File: config.mk
export PLATFORM = sky130hd
export DESIGN_NAME = multi_stepper_halfstep_ramp
export DESIGN_NICKNAME = d
export VERILOG_FILES = /design/src/msh_pkg.sv /design/src/msh_state_mem.sv /design/src/multi_stepper_halfstep_ramp.sv
export SDC_FILE = /design/constraint.sdc
export NUM_CORES = 1
export LEC_CHECK = 0
export ABC_AREA = 0
export BUFFER_PORTS_ARGS = -buffer_cell sky130_fd_sc_hd__buf_2
export CORE_ASPECT_RATIO = 1.2
export CORE_MARGIN = 2
export CORE_UTILIZATION = 60
export CTS_CLUSTER_SIZE = 16
export DETAILED_ROUTE_END_ITERATION = 8
export PLACE_DENSITY = 0.91
export SLEW_MARGIN = 10
export SYNTH_ARGS = -nofsm -noshare
export SYNTH_HDL_FRONTEND = slang
export SYNTH_SLANG_ARGS = --single-unit
File: constraint.sdc
create_clock -name i_clk -period 13.4 [get_ports i_clk]
set_input_delay 2.68 -clock i_clk [delete_from_list [all_inputs] [get_ports i_clk]]
set_output_delay 2.68 -clock i_clk [all_outputs]
set_load 0.01 [all_outputs]
File: src/msh_pkg.sv
// ----------------------------------------------------------------------------
// msh_pkg: shared types and constants for the half-step stepper sequencer
// Request and result payloads, the per-motor state entry, operation codes
// and the half-step coil pattern table.
// ----------------------------------------------------------------------------
package msh_pkg;

    // Ramp start period after reset, before division by the motor count
    localparam logic [7:0] START_PERIOD_RST = 8'd20;

    // Default motor count
    localparam int NUM_MOTORS_DEF = 2;

    // Operation codes; the unused code behaves as a status query
    typedef enum logic [1:0] {
        OP_TICK  = 2'd0,
        OP_START = 2'd1,
        OP_QUERY = 2'd2
    } t_op;

    typedef struct packed {
        logic [1:0]          operation;
        logic                motor;
        logic signed [15:0]  step_count;
        logic [7:0]          speed;
    } t_req;

    typedef struct packed {
        logic                served_motor;
        logic [3:0]          coil_pattern;
        logic                coil_write;
        logic                coil_off;
        logic                busy_res;
        logic signed [15:0]  position;
        logic signed [15:0]  steps_left;
    } t_res;

    // State kept for one motor
    typedef struct packed {
        logic        enabled;
        logic [15:0] remaining_steps;
        logic [15:0] step_position;
        logic [7:0]  period_counter;
        logic [7:0]  current_period;
        logic [7:0]  target_period;
        logic [2:0]  phase_index;
    } t_entry;

    // Half-step sequence A, AB, B, BC, C, CD, D, DA (bit0 = coil A)
    function automatic logic [3:0] coil_pattern_of(input logic [2:0] phase);
        logic [3:0] pat;
        case (phase)
            3'd0:    pat = 4'h1;
            3'd1:    pat = 4'h3;
            3'd2:    pat = 4'h2;
            3'd3:    pat = 4'h6;
            3'd4:    pat = 4'h4;
            3'd5:    pat = 4'hC;
            3'd6:    pat = 4'h8;
            default: pat = 4'h9;
        endcase
        return pat;
    endfunction

endpackage

File: src/msh_state_mem.sv
// ----------------------------------------------------------------------------
// msh_state_mem: per-motor state memory
// One synchronous memory entry per motor with a registered read. Entries
// never written since reset read as the reset state; a write landing on
// the address being read in the same cycle is forwarded.
// ----------------------------------------------------------------------------
module msh_state_mem
    import msh_pkg::*;
#(
    parameter int NUM_MOTORS = NUM_MOTORS_DEF,
    parameter int MW         = (NUM_MOTORS > 1) ? $clog2(NUM_MOTORS) : 1
) (
    input  logic          i_clk,
    input  logic          i_rst_n,
    input  logic          i_rd_en,
    input  logic [MW-1:0] i_rd_addr,
    output t_entry        o_rd_data,
    input  logic          i_wr_en,
    input  logic [MW-1:0] i_wr_addr,
    input  t_entry        i_wr_data
);

    localparam logic [7:0] RESET_DIV = 8'(START_PERIOD_RST / NUM_MOTORS);

    t_entry                  r_mem [NUM_MOTORS];
    logic [NUM_MOTORS-1:0]   r_vld;
    t_entry                  r_rd;
    logic                    r_rd_vld;
    logic                    r_byp;
    t_entry                  r_byp_data;
    t_entry                  rst_entry;

    // Write port
    always_ff @(posedge i_clk) begin
        if (i_wr_en) begin
            r_mem[i_wr_addr] <= i_wr_data;
        end
    end

    // Track written entries
    always_ff @(posedge i_clk) begin
        if (!i_rst_n) begin
            r_vld <= '0;
        end else if (i_wr_en) begin
            r_vld[i_wr_addr] <= 1'b1;
        end
    end

    // Registered read; hold while no new read is issued
    always_ff @(posedge i_clk) begin
        if (i_rd_en) begin
            r_rd       <= r_mem[i_rd_addr];
            r_rd_vld   <= r_vld[i_rd_addr];
            r_byp_data <= i_wr_data;
        end
    end

    // Forward a write that hits the address read in the same cycle
    always_ff @(posedge i_clk) begin
        if (!i_rst_n) begin
            r_byp <= 1'b0;
        end else if (i_rd_en) begin
            r_byp <= i_wr_en && (i_wr_addr == i_rd_addr);
        end
    end

    always_comb begin
        rst_entry                = '0;
        rst_entry.current_period = RESET_DIV;
        rst_entry.target_period  = RESET_DIV;
    end

    assign o_rd_data = r_byp ? r_byp_data : (r_rd_vld ? r_rd : rst_entry);

endmodule

File: src/multi_stepper_halfstep_ramp.sv
// ----------------------------------------------------------------------------
// multi_stepper_halfstep_ramp: time-multiplexed half-step stepper sequencer
// Serves NUM_MOTORS four-coil motors from one state memory with a ramped
// step period, signed move counts and wrapping positions.
// ----------------------------------------------------------------------------
// Usage:
//   Requests enter on i_in_valid/i_in_req and are taken at an edge where
//   o_in_stall is low. Each request yields exactly one result on
//   o_out_valid/o_out_res, taken at an edge where i_out_stall is low.
//   Operations: tick (serve next motor round robin), start move, status.
//   A request passes stage 1 and the output register; one request is taken
//   every cycle while the receiver does not stall. Each request reads its
//   motor's entry from the state memory, updates it and writes it back as
//   it leaves stage 1; back-to-back requests to the same motor are forwarded.
//   i_cfg_we/i_cfg_wdata write the ramp start period; write it only
//   while no request is in flight.
//   Synchronous reset (i_rst_n low) empties the pipeline, points the
//   service pointer at motor 0 and returns all motor state to its reset
//   values at once; no clearing pass is needed.
//   When the receiver stalls, the result is held and one more request is
//   absorbed; after that o_in_stall rises until the result is taken.
// ----------------------------------------------------------------------------
module multi_stepper_halfstep_ramp
    import msh_pkg::*;
#(
    parameter int NUM_MOTORS = NUM_MOTORS_DEF
) (
    input  logic       i_clk,
    input  logic       i_rst_n,
    input  logic       i_cfg_we,
    input  logic [7:0] i_cfg_wdata,
    input  logic       i_in_valid,
    output logic       o_in_stall,
    input  t_req       i_in_req,
    output logic       o_out_valid,
    input  logic       i_out_stall,
    output t_res       o_out_res
);

    localparam int          MW    = (NUM_MOTORS > 1) ? $clog2(NUM_MOTORS) : 1;
    localparam logic [16:0] RECIP = 17'((65536 + NUM_MOTORS - 1) / NUM_MOTORS);
    localparam logic [MW-1:0] LAST_MOTOR = MW'(NUM_MOTORS - 1);

    // Configuration and service pointer
    logic [7:0]    r_start_div;
    logic [MW-1:0] r_sp;
    logic [MW-1:0] n_sp;

    // Stage 1: request waiting for its memory read
    logic          r_s1_vld;
    logic [1:0]    r_s1_op;
    logic          r_s1_motor;
    logic          r_s1_inrange;
    logic [MW-1:0] r_s1_addr;
    logic [15:0]   r_s1_count;
    logic [7:0]    r_s1_tgt;

    // Output register
    logic          r_out_vld;
    t_res          r_out_res;
    t_res          n_out_res;

    logic          out_free;
    logic          s1_adv;
    logic          acc;
    logic          in_tick;
    logic          in_range;
    logic [MW-1:0] rd_addr;
    logic [24:0]   cfg_prod;
    logic [24:0]   spd_prod;

    t_entry        cur;
    t_entry        upd;
    logic          wr_en;
    logic          s1_tick;
    logic          s1_start;
    logic [7:0]    cnt_inc;

    // Handshake
    assign out_free   = !r_out_vld || !i_out_stall;
    assign s1_adv     = r_s1_vld && out_free;
    assign o_in_stall = r_s1_vld && !out_free;
    assign acc        = i_in_valid && !o_in_stall;
    assign in_tick    = (i_in_req.operation == OP_TICK);
    assign in_range   = ({31'b0, i_in_req.motor} < 32'(NUM_MOTORS));
    assign rd_addr    = in_tick ? r_sp : MW'(i_in_req.motor);

    // Divide by the motor count through a reciprocal multiply
    assign cfg_prod = 25'(i_cfg_wdata) * 25'(RECIP);
    assign spd_prod = 25'(i_in_req.speed) * 25'(RECIP);

    always_ff @(posedge i_clk) begin
        if (!i_rst_n) begin
            r_start_div <= 8'(START_PERIOD_RST / NUM_MOTORS);
        end else if (i_cfg_we) begin
            r_start_div <= cfg_prod[23:16];
        end
    end

    // Advance the service pointer on each accepted tick
    assign n_sp = (r_sp == LAST_MOTOR) ? '0 : r_sp + 1'b1;

    always_ff @(posedge i_clk) begin
        if (!i_rst_n) begin
            r_sp <= '0;
        end else if (acc && in_tick) begin
            r_sp <= n_sp;
        end
    end

    // Stage 1 control
    always_ff @(posedge i_clk) begin
        if (!i_rst_n) begin
            r_s1_vld <= 1'b0;
        end else if (acc) begin
            r_s1_vld <= 1'b1;
        end else if (s1_adv) begin
            r_s1_vld <= 1'b0;
        end
    end

    // Stage 1 payload
    always_ff @(posedge i_clk) begin
        if (acc) begin
            r_s1_op      <= i_in_req.operation;
            r_s1_motor   <= i_in_req.motor;
            r_s1_inrange <= in_range;
            r_s1_addr    <= rd_addr;
            r_s1_count   <= i_in_req.step_count;
            r_s1_tgt     <= spd_prod[23:16];
        end
    end

    msh_state_mem #(
        .NUM_MOTORS (NUM_MOTORS),
        .MW         (MW)
    ) u_mem (
        .i_clk     (i_clk),
        .i_rst_n   (i_rst_n),
        .i_rd_en   (acc),
        .i_rd_addr (rd_addr),
        .o_rd_data (cur),
        .i_wr_en   (wr_en),
        .i_wr_addr (r_s1_addr),
        .i_wr_data (upd)
    );

    // Update the motor entry and build the result
    assign s1_tick  = (r_s1_op == OP_TICK);
    assign s1_start = (r_s1_op == OP_START) && r_s1_inrange;
    assign cnt_inc  = cur.period_counter + 8'd1;
    assign wr_en    = s1_adv && (s1_tick || s1_start);

    always_comb begin
        upd       = cur;
        n_out_res = '0;
        case (r_s1_op)
            OP_TICK: begin
                n_out_res.served_motor = r_s1_addr[0];
                if (cur.enabled) begin
                    upd.period_counter = cnt_inc;
                    if (cnt_inc >= cur.current_period) begin
                        upd.period_counter = '0;
                        if (cur.current_period > cur.target_period) begin
                            upd.current_period = cur.current_period - 8'd1;
                        end
                        if (cur.remaining_steps != '0) begin
                            if (!cur.remaining_steps[15]) begin
                                upd.phase_index     = cur.phase_index + 3'd1;
                                upd.remaining_steps = cur.remaining_steps - 16'd1;
                                upd.step_position   = cur.step_position + 16'd1;
                            end else begin
                                upd.phase_index     = cur.phase_index - 3'd1;
                                upd.remaining_steps = cur.remaining_steps + 16'd1;
                                upd.step_position   = cur.step_position - 16'd1;
                            end
                            n_out_res.coil_write   = 1'b1;
                            n_out_res.coil_pattern = coil_pattern_of(upd.phase_index);
                        end else begin
                            upd.enabled = 1'b0;
                        end
                    end
                end else begin
                    n_out_res.coil_off = 1'b1;
                end
                n_out_res.busy_res   = upd.enabled;
                n_out_res.position   = upd.step_position;
                n_out_res.steps_left = upd.remaining_steps;
            end
            default: begin
                n_out_res.served_motor = r_s1_motor;
                if (s1_start) begin
                    upd.enabled         = 1'b1;
                    upd.remaining_steps = r_s1_count;
                    upd.target_period   = r_s1_tgt;
                    upd.current_period  = r_start_div;
                end
                if (r_s1_inrange) begin
                    n_out_res.busy_res   = upd.enabled;
                    n_out_res.position   = upd.step_position;
                    n_out_res.steps_left = upd.remaining_steps;
                end
            end
        endcase
    end

    // Output register
    always_ff @(posedge i_clk) begin
        if (!i_rst_n) begin
            r_out_vld <= 1'b0;
        end else if (s1_adv) begin
            r_out_vld <= 1'b1;
        end else if (!i_out_stall) begin
            r_out_vld <= 1'b0;
        end
    end

    always_ff @(posedge i_clk) begin
        if (s1_adv) begin
            r_out_res <= n_out_res;
        end
    end

    assign o_out_valid = r_out_vld;
    assign o_out_res   = r_out_res;

    // Checks
    a_write_not_off: assert property (@(posedge i_clk) disable iff (!i_rst_n)
        r_out_vld && r_out_res.coil_write |-> !r_out_res.coil_off)
        else $error("coil write and coil off in one result");

    a_pattern_idle: assert property (@(posedge i_clk) disable iff (!i_rst_n)
        r_out_vld && !r_out_res.coil_write |-> r_out_res.coil_pattern == 4'h0)
        else $error("coil pattern without coil write");

    a_off_not_busy: assert property (@(posedge i_clk) disable iff (!i_rst_n)
        r_out_vld && r_out_res.coil_off |-> !r_out_res.busy_res)
        else $error("coil off reported for busy motor");

    a_s1_hold: assert property (@(posedge i_clk) disable iff (!i_rst_n)
        r_s1_vld && !out_free |=> r_s1_vld && $stable(r_s1_addr))
        else $error("stalled request dropped from stage 1");

    a_sp_step: assert property (@(posedge i_clk) disable iff (!i_rst_n)
        acc && in_tick |=> r_sp == $past(n_sp))
        else $error("service pointer did not advance on tick");

endmodule

==> impl_metrics.env, run 1 <==
export IMPL_gp_congestion=0.8819
export IMPL_final_util_pct=68.55
export IMPL_use_met3_pct=3.289
export IMPL_synthArstFlopShare_pct=0
export IMPL_drive_gt1_share_pct=19.16
export IMPL_diodes=0
export IMPL_syn2layout_area_growth_pct=11.76
export IMPL_cts_resized=0
export IMPL_path_cells="buf_2 -> and3_1 -> buf_2"
export IMPL_dp_final_hpwl_mm=19.05
export IMPL_cp_arrival_ns=3.14
export IMPL_drt_first_pass_iters=8
export IMPL_synth_seq_area_share_pct=66.38
export IMPL_synth_top_area_share_pct=64.56
export IMPL_slew_viol_final=0
export IMPL_numCtsBuffers=30
export IMPL_post_cts_buffers=0
export IMPL_setup_viol_count_final=0
export IMPL_grt_antenna_before_repair=0
export IMPL_wl_per_cell_um=21.77
export IMPL_criticalPathCategory="in2out"
export IMPL_cts_max_level=1
export IMPL_synth_seq_cells=321
export IMPL_port_buffer_count=79
export IMPL_die_y_um=173.3
export IMPL_vias_per_cell=6.405
export IMPL_cts_sinks=321
export IMPL_yosysWarnings=0
export IMPL_synth_edf_count=308
export IMPL_period_share_pct=43.45
export IMPL_drt_iter0_markers=1011
export IMPL_nFillCells=1526
export IMPL_min_period_ns=5.822
export IMPL_grt_overflow_total=0
export IMPL_grt_busiest_layer="met2"
export IMPL_synth_most_common_cell="edfxtp_1"
export IMPL_synthTopCellsByArea="edfxtp_1 65%, mux2_2 5.0%, ha_1 3.1%, a22oi_1 2.0%, xnor2_1 2.0%"
export IMPL_hp_class="reg2reg"
export IMPL_cts_buffer_depth=3
export IMPL_core_area_um2=23350
export IMPL_finalHoldViolations=0
export IMPL_synth_cell_types=72
export IMPL_grt_setup_unrepaired="false"
export IMPL_clock_latency_ns=0.56
export IMPL_final_setup_tns_ns=0
export IMPL_critPathRequiredTime_ns=10.72
export IMPL_drv_cap=0
export IMPL_track_usage_pct=24.35
export IMPL_slowest_delay_ns=0.20
export IMPL_cts_clk_slew_worst_paths_ns=0.06
export IMPL_yosysTopAreaCell="edfxtp_1"
export IMPL_finalPower_uw=2254
export IMPL_synth_area_um2=14330
export IMPL_synthCells=1024
export IMPL_grt_pass1_vias=9252
export IMPL_drc=0
export IMPL_chipWidth_um=145.1
export IMPL_initial_core_util_pct=61.34
export IMPL_routed_via_count=9204
export IMPL_syn_area_per_cell_um2=13.99
export IMPL_cp_common_cell="buf_2"
export IMPL_cts_root_buf="clkbuf_16"
export IMPL_grt_max_degree=88
export IMPL_cts_hold_buf=0
export IMPL_syn_num_nets=1100
export IMPL_grt_pass1_wl_mm=48.69
export IMPL_peakVddDrop_uv=133.8
export IMPL_synth_top_cells_by_count="308 x edfxtp_1, 63 x mux2_2, 53 x nand2_1"
export IMPL_critical_path_slowest_cell="and3_1"
export IMPL_wirelength_mm=31.29
export IMPL_timing_fmax_mhz=171.8
export IMPL_outcome="complete, no violations"
export IMPL_fin_nets=1174
export IMPL_endpoint_kind="primary output"
export IMPL_grt_use_met2_pct=42.18
export IMPL_die_area_um2=25130
export IMPL_p_leak_uw=0.005706
export IMPL_slew_headroom_pct=22.25
export IMPL_fin_skew_ns=0.008358
export IMPL_critPathMaxFanout=3
export IMPL_io_pins=82
export IMPL_synth_flop_cell="edfxtp_1"
export IMPL_ant_nets=0
export IMPL_start_kind="primary input"
export IMPL_cp_top_family="buffers and inverters"
export IMPL_cellPowerDensity_nw_per_um2=140.8
export IMPL_cts_tree="built"
export IMPL_met1_usage_pct=30.19
export IMPL_cp_num_buf_inv=2
export IMPL_rows=61
export IMPL_worstMarginPinSlew_ns=1.163
## area by class of cell
class | instances | area, um2 | share of cell area [%]
clock buffer | 46 | 904.6 | 5.650
clock inverter | 10 | 101.3 | 0.6330
inverter | 32 | 125.1 | 0.7815
multi-input combinational | 624 | 4504 | 28.13
sequential | 321 | 9510 | 59.40
tap | 315 | 394.1 | 2.462
timing repair buffer | 89 | 470.5 | 2.938
## metal layers
metal | routed length, um | vias up
met4 | 1339 | 0
met5 | 0 | -
met3 | 2405 | 106
met2 | 15860 | 488
li1 | - | 4134
met1 | 11680 | 4476
## worst register-to-register path, stage by stage, from the launching register on
cell and delay, ns:
dfxtp_2 0.86, buf_4 0.67, nand2b_1 0.59, o22ai_1 0.32, ha_1 0.29, a21o_1 0.17, a31oi_1 0.16, o21ai_1 0.11
o41ai_2 0.60, nor2_1 0.21, nand2_1 0.90, inv_1 0.20, mux2_2 0.36
## metrics by stage
step / worst slack [ns] / hold slack (ns) / cell area, um2 / std cells
final: 7.578 / 0.4650 / 16010 / 1437
after floorplan: 5.909 / 0.4352 / 14330 / 1024
after global routing: 7.448 / 0.5070 / 16010 / 1437
after detailed placement: 7.584 / 0.4485 / 15000 / 1381
after CTS: 7.584 / 0.4628 / 16010 / 1437
after global placement: 7.608 / 0.4440 / 15000 / 1381
## cell families after synthesis
logic type,share of synthesized area [%]
buffers and inverters,2.419
DFF,66.38
AOI/OAI and AO/OA,12.17
muxes,5.721
adders and majority gates,3.144
xor gates and xnor gates,2.445
and+or+nand+nor,7.721
## placed cells by master, fill, tap and decap left out, types with 7 or more instances in the layout
cell type,Yosys,layout
or3_1,7,7
inv_1,29,27
buf_4,3,10
ha_1,36,36
mux2_2,63,63
and3_1,7,7
dfxtp_1,13,12
nor2b_1,12,11
o211ai_1,10,10
and2_1,11,10
a22o_1,21,21
a22oi_1,39,39
nand4_1,7,7
nand2_1,53,53
o21ai_0,26,26
a21oi_1,48,48
xor2_1,8,8
o22ai_1,20,20
nand3_1,15,15
nor4_1,11,11
nor2_1,52,52
mux2i_1,11,10
clkbuf_1,28,10
xnor2_1,32,32
o21a_1,13,13
edfxtp_1,308,308
buf_2,7,79
o21ai_1,20,20
nor3_1,26,25
clkbuf_16,0,33
## flip-flops by register name (all words and copies together), names as in the netlist, 2 cells and up
register	count
o_out_res	40
r_s1_count	16
r_s1_op	2
r_s1_tgt	7
r_start_div	7
u_mem.r_byp_data	60
u_mem.r_mem	120
u_mem.r_rd	60
u_mem.r_vld	2
## power by group
part | leakage (uW) | switching [uW] | internal (uW)
registers | 0.00306 | 21.4 | 1160
clock network | 0.000485 | 354 | 502
logic | 0.00216 | 138 | 78.3
## path summary, 6_finish.rpt
check                           slack, ns  cells past startpoint        endpoint           start
worst max-delay path                 7.58                      3      o_in_stall     i_out_stall
worst min-delay path                 0.46                      1  u_mem.r_vld[0]  u_mem.r_vld[0]
worst max register to register       7.71                     12   o_out_res[30]     u_mem.r_byp
worst min register to register       0.46                      1  u_mem.r_vld[0]  u_mem.r_vld[0]
Note: power is estimated with default switching activity, not from simulation.
==> run 2, diff against run 1 <==
==> constraint.sdc (replaced) <==
create_clock -name i_clk -period 6 [get_ports i_clk]
set_input_delay 1.2 -clock i_clk [delete_from_list [all_inputs] [get_ports i_clk]]
set_output_delay 1.2 -clock i_clk [all_outputs]
set_load 0.01 [all_outputs]
==> impl_metrics.env, run 2 (synthesis gave the netlist of run 1 again) <==
export IMPL_vias_per_cell=6.310
export IMPL_dp_final_hpwl_mm=19.05
export IMPL_cts_hold_buf=0
export IMPL_cts_root_buf="clkbuf_16"
export IMPL_mostFrequentLayoutCell="edfxtp_1"
export IMPL_hp_class="reg2reg"
export IMPL_endpoint_kind="flop"
export IMPL_cts_resized=0
export IMPL_rows=61
export IMPL_post_cts_buffers=0
export IMPL_io_pins=82
export IMPL_criticalPathCategory="reg2reg"
export IMPL_die_area_um2=25130
export IMPL_cts_clk_slew_worst_paths_ns=0.06
export IMPL_track_usage_pct=24.04
export IMPL_period_share_pct=85.12
export IMPL_drt_iter0_markers=972
export IMPL_hold_start="u_mem.r_vld[1]"
export IMPL_drive_gt1_share_pct=19.68
export IMPL_slew_headroom_pct=31.92
export IMPL_finalPower_uw=5082
export IMPL_fin_cells=1443
export IMPL_die_y_um=173.3
export IMPL_syn2layout_area_growth_pct=12.27
export IMPL_switching_share_pct=22.44
export IMPL_setup_viol_count_final=0
export IMPL_reg_largest_list="u_mem.r_mem (120), u_mem.r_byp_data (60), u_mem.r_rd (60)"
export IMPL_cts_max_level=1
export IMPL_core_area_um2=23350
export IMPL_diodes=0
export IMPL_worstMarginPinSlew_ns=1.020
export IMPL_largest_register="u_mem.r_mem"
export IMPL_cp_arrival_ns=5.46
export IMPL_p_leak_uw=0.005743
export IMPL_peakVddDrop_uv=264.8
export IMPL_dp_cells=1386
export IMPL_largest_reg_flops=120
export IMPL_clock_latency_ns=0.55
export IMPL_final_setup_tns_ns=0
export IMPL_nFillCells=1552
export IMPL_chipWidth_um=145.1
export IMPL_initial_core_util_pct=61.34
export IMPL_grt_pass1_vias=9100
export IMPL_ant_nets=0
export IMPL_fin_nets=1180
export IMPL_drt_first_pass_iters=5
export IMPL_wirelength_mm=30.35
export IMPL_gp_congestion=0.8941
export IMPL_p_switching_uw=1140
export IMPL_min_period_ns=5.107
export IMPL_cellPowerDensity_nw_per_um2=316.0
export IMPL_grt_overflow_total=0
export IMPL_layout_common_cells="308 x edfxtp_1, 79 x buf_2, 63 x mux2_2, 53 x nand2_1, 52 x nor2_1"
export IMPL_cts_buffer_depth=3
export IMPL_clockPowerShare_pct=38.6
export IMPL_internal_power_uw=3942
export IMPL_pwr_share_comb_pct=9.4
export IMPL_p_seq_share_pct=52.0
export IMPL_cts_sinks=321
export IMPL_outcome="complete, no violations"
export IMPL_grt_antenna_before_repair=0
export IMPL_grt_max_degree=78
export IMPL_finalHoldViolations=0
export IMPL_numCtsBuffers=31
export IMPL_timing_critical_path_from="u_mem.r_byp"
export IMPL_grt_pass1_wl_mm=48.21
export IMPL_timing_rr_start="u_mem.r_byp"
export IMPL_grt_setup_unrepaired="false"
export IMPL_port_buffer_count=79
export IMPL_timing_fmax_mhz=195.8
export IMPL_critPathRequiredTime_ns=6.36
export IMPL_cts_tree="built"
export IMPL_slew_viol_final=0
export IMPL_drv_cap=0
export IMPL_fin_skew_ns=0.01973
export IMPL_drc=0
export IMPL_routed_via_count=9105
export IMPL_start_kind="flop"
export IMPL_final_util_pct=68.87
export IMPL_critPathMaxFanout=51
export IMPL_wl_per_cell_um=21.03
## run 2: cell types whose count changed in the layout (fill, tap and decap cells not counted), sizes merged
cell      before  now
clkinvlp       2    3
buf           89   94
clkinv         7   11
bufinv         2    5
clkbuf        46   39
## run 2: cell type report
cell class / instances / area [um2] / area share [%]
clock buffer: 39 / 815.8 / 5.072
multi-input combinational: 624 / 4511 / 28.04
clock inverter: 18 / 220.2 / 1.369
inverter: 32 / 125.1 / 0.7779
sequential: 321 / 9510 / 59.13
tap: 315 / 394.1 / 2.450
timing repair buffer: 94 / 508.0 / 3.158
## run 2: through the flow
step	worst slack, ns	cell area (um2)	hold WS, ns
floorplan	0.8066	14330	0.4352
global placement	1.218	15050	0.4427
detailed placement	1.067	15050	0.4563
CTS	0.9746	16080	0.4705
global route	0.6505	16080	0.5152
finish	0.8929	16080	0.4687
## run 2: power by group through the flow
| stage | registers (uW) | logic (uW) | clock network (uW) |
|---|---|---|---|
| final | 2640 | 479 | 1960 |
| after floorplan | 2680 | 331 | 0 |
| after CTS | 2640 | 476 | 1990 |
| after global placement | 2680 | 452 | 0 |
| after detailed placement | 2680 | 470 | 0 |
| after global routing | 2650 | 525 | 2080 |
## run 2: worst max-delay path, cell delays in order, from the launching register on
cell	delay, ns
dfxtp_2	0.85
buf_4	0.63
inv_2	0.25
o22ai_1	0.55
ha_1	0.25
and2_1	0.12
o21ai_0	0.08
o21ai_1	0.12
o41ai_2	0.11
or3_1	0.58
a21oi_1	0.85
o22ai_1	0.21
nor2_1	0.27
## run 2: worst paths after layout
path                                           end  slack, ns  cells past startpoint
worst min-delay path                u_mem.r_vld[1]       0.47                      1
worst max-delay path            u_mem.r_mem[0][50]       0.89                     12
worst max register to register  u_mem.r_mem[0][50]       0.89                     12
worst min register to register      u_mem.r_vld[1]       0.47                      1
## run 2: routing by layer
metal  wire length (um)  track usage, %  vias to the layer above
met5                  0               0                        -
met4               1002           9.273                        0
met3               1867           3.000                       82
met2              15650           43.02                      420
met1              11830           30.06                     4453
li1                   -               -                     4150
==> run 3, diff against run 2 <==
--- a/config.mk
+++ b/config.mk
@@ -12,6 +12,7 @@
 export CORE_UTILIZATION = 60
 export CTS_CLUSTER_SIZE = 16
 export DETAILED_ROUTE_END_ITERATION = 8
+export MAX_ROUTING_LAYER = met4
 export PLACE_DENSITY = 0.91
 export SLEW_MARGIN = 10
 export SYNTH_ARGS = -nofsm -noshare
==> impl_metrics.env, run 3 (synthesis gave the netlist of run 1 again) <==
export IMPL_port_buffer_count=79
export IMPL_drt_first_pass_iters=7
export IMPL_fin_skew_ns=0.01544
export IMPL_rows=61
export IMPL_final_util_pct=68.42
export IMPL_track_usage_pct=24.94
export IMPL_largest_register="u_mem.r_mem"
export IMPL_cts_buffer_depth=3
export IMPL_grt_overflow_total=0
export IMPL_p_leak_uw=0.005712
export IMPL_multi_input_area_um2=4511
export IMPL_numCtsBuffers=30
export IMPL_hp_class="reg2reg"
export IMPL_finalHoldViolations=0
export IMPL_post_cts_buffers=0
export IMPL_worstMarginPinSlew_ns=1.053
export IMPL_drive_gt1_share_pct=19.66
export IMPL_cts_clk_slew_worst_paths_ns=0.07
export IMPL_critPathRequiredTime_ns=6.26
export IMPL_final_setup_tns_ns=0
export IMPL_cts_sinks=321
export IMPL_cts_hold_buf=0
export IMPL_clock_latency_ns=0.55
export IMPL_dp_cells=1387
export IMPL_period_share_pct=79.73
export IMPL_syn2layout_area_growth_pct=11.55
export IMPL_nFillCells=1572
export IMPL_peakVddDrop_uv=280.0
export IMPL_criticalPathCategory="reg2reg"
export IMPL_fin_cells=1440
export IMPL_layout_common_cells="308 x edfxtp_1, 79 x buf_2, 63 x mux2_2, 53 x nand2_1, 52 x nor2_1"
export IMPL_vias_per_cell=6.391
export IMPL_grt_pass1_wl_mm=48.41
export IMPL_routed_via_count=9203
export IMPL_drt_iter0_markers=923
export IMPL_ant_nets=0
export IMPL_endpoint_kind="flop"
export IMPL_min_period_ns=4.784
export IMPL_grt_antenna_before_repair=1
export IMPL_ff_latch_area_um2=9510
export IMPL_largest_reg_flops=120
export IMPL_setup_viol_count_final=0
export IMPL_cellPowerDensity_nw_per_um2=307.8
export IMPL_wirelength_mm=31.14
export IMPL_slew_headroom_pct=29.82
export IMPL_fin_nets=1180
export IMPL_dp_final_hpwl_mm=19.37
export IMPL_grt_max_degree=115
export IMPL_finalInstanceArea_um2=15980
export IMPL_io_pins=82
export IMPL_mostFrequentLayoutCell="edfxtp_1"
export IMPL_cts_root_buf="clkbuf_16"
export IMPL_grt_setup_unrepaired="false"
export IMPL_cts_tree="built"
export IMPL_dpl_cell_area_um2=15060
export IMPL_drv_cap=0
export IMPL_cts_resized=0
export IMPL_drc=0
export IMPL_grt_pass1_vias=9187
export IMPL_outcome="complete, no violations"
export IMPL_chipWidth_um=145.1
export IMPL_initial_core_util_pct=61.34
export IMPL_cp_arrival_ns=5.04
export IMPL_core_area_um2=23350
export IMPL_critPathMaxFanout=29
export IMPL_die_y_um=173.3
export IMPL_timing_fmax_mhz=209.1
export IMPL_reg_largest_list="u_mem.r_mem (120), u_mem.r_byp_data (60), u_mem.r_rd (60)"
export IMPL_die_area_um2=25130
export IMPL_start_kind="flop"
export IMPL_cts_max_level=1
export IMPL_wl_per_cell_um=21.63
export IMPL_slew_viol_final=0
export IMPL_gp_congestion=0.8993
==> run 3: where the power goes <==
group	leakage [uW]	switching, uW	internal (uW)	total, uW
combinational	0.00219	306	177	484
sequential	0.00306	49.3	2590	2640
clock	0.000459	780	1010	1790
==> run 3: worst paths after layout <==
path                   from                 end  slack [ns]  cells after the start
max          u_mem.r_rd_vld  u_mem.r_mem[0][58]        1.22                     15
min          u_mem.r_vld[0]      u_mem.r_vld[0]        0.49                      1
max reg2reg  u_mem.r_rd_vld  u_mem.r_mem[0][58]        1.22                     15
min reg2reg  u_mem.r_vld[0]      u_mem.r_vld[0]        0.49                      1
==> run 3: metrics by stage <==
step,hold slack [ns],worst slack (ns),total power (uW)
after floorplan,0.4352,0.8066,3010
after global placement,0.4418,1.440,3132
after detailed placement,0.4675,1.358,3158
after CTS,0.4842,1.282,4927
after global routing,0.5049,1.041,5072
final,0.4872,1.216,4918
==> run 3: critical path, stage by stage, from the launching register on <==
cell and delay, ns:
edfxtp_1 0.43, nor2b_4 0.24, buf_4 0.40, a22oi_1 0.24
or3_1 0.44, nor3_1 0.26, xnor2_1 0.15, ha_1 0.29
o21ai_0 0.08, nand2b_1 0.10, o41ai_2 0.10, or3_1 0.59
a21oi_1 0.80, nor2_1 0.07, a21oi_1 0.14, o41ai_1 0.15
==> run 3: area by class of cell <==
type | count | area share, %
Sequential cell | 321 | 59.51
Multi-Input combinational cell | 624 | 28.23
Clock buffer | 32 | 4.878
Timing Repair Buffer | 95 | 3.226
Tap cell | 315 | 2.466
Clock inverter | 20 | 0.8926
Inverter | 32 | 0.7830
Antenna cell | 1 | 0.01566
==> run 3: metal layers <==
metal  wire, um  GRT usage, %  vias to the layer above  share of wire [%]
met3       2255         3.342                       93                7.2
met5          0             -                        -                  0
met1      11840         29.80                     4512                 38
li1           -             -                     4144                  -
met4       1032         9.804                        0                3.3
met2      16010         43.29                      454                 51
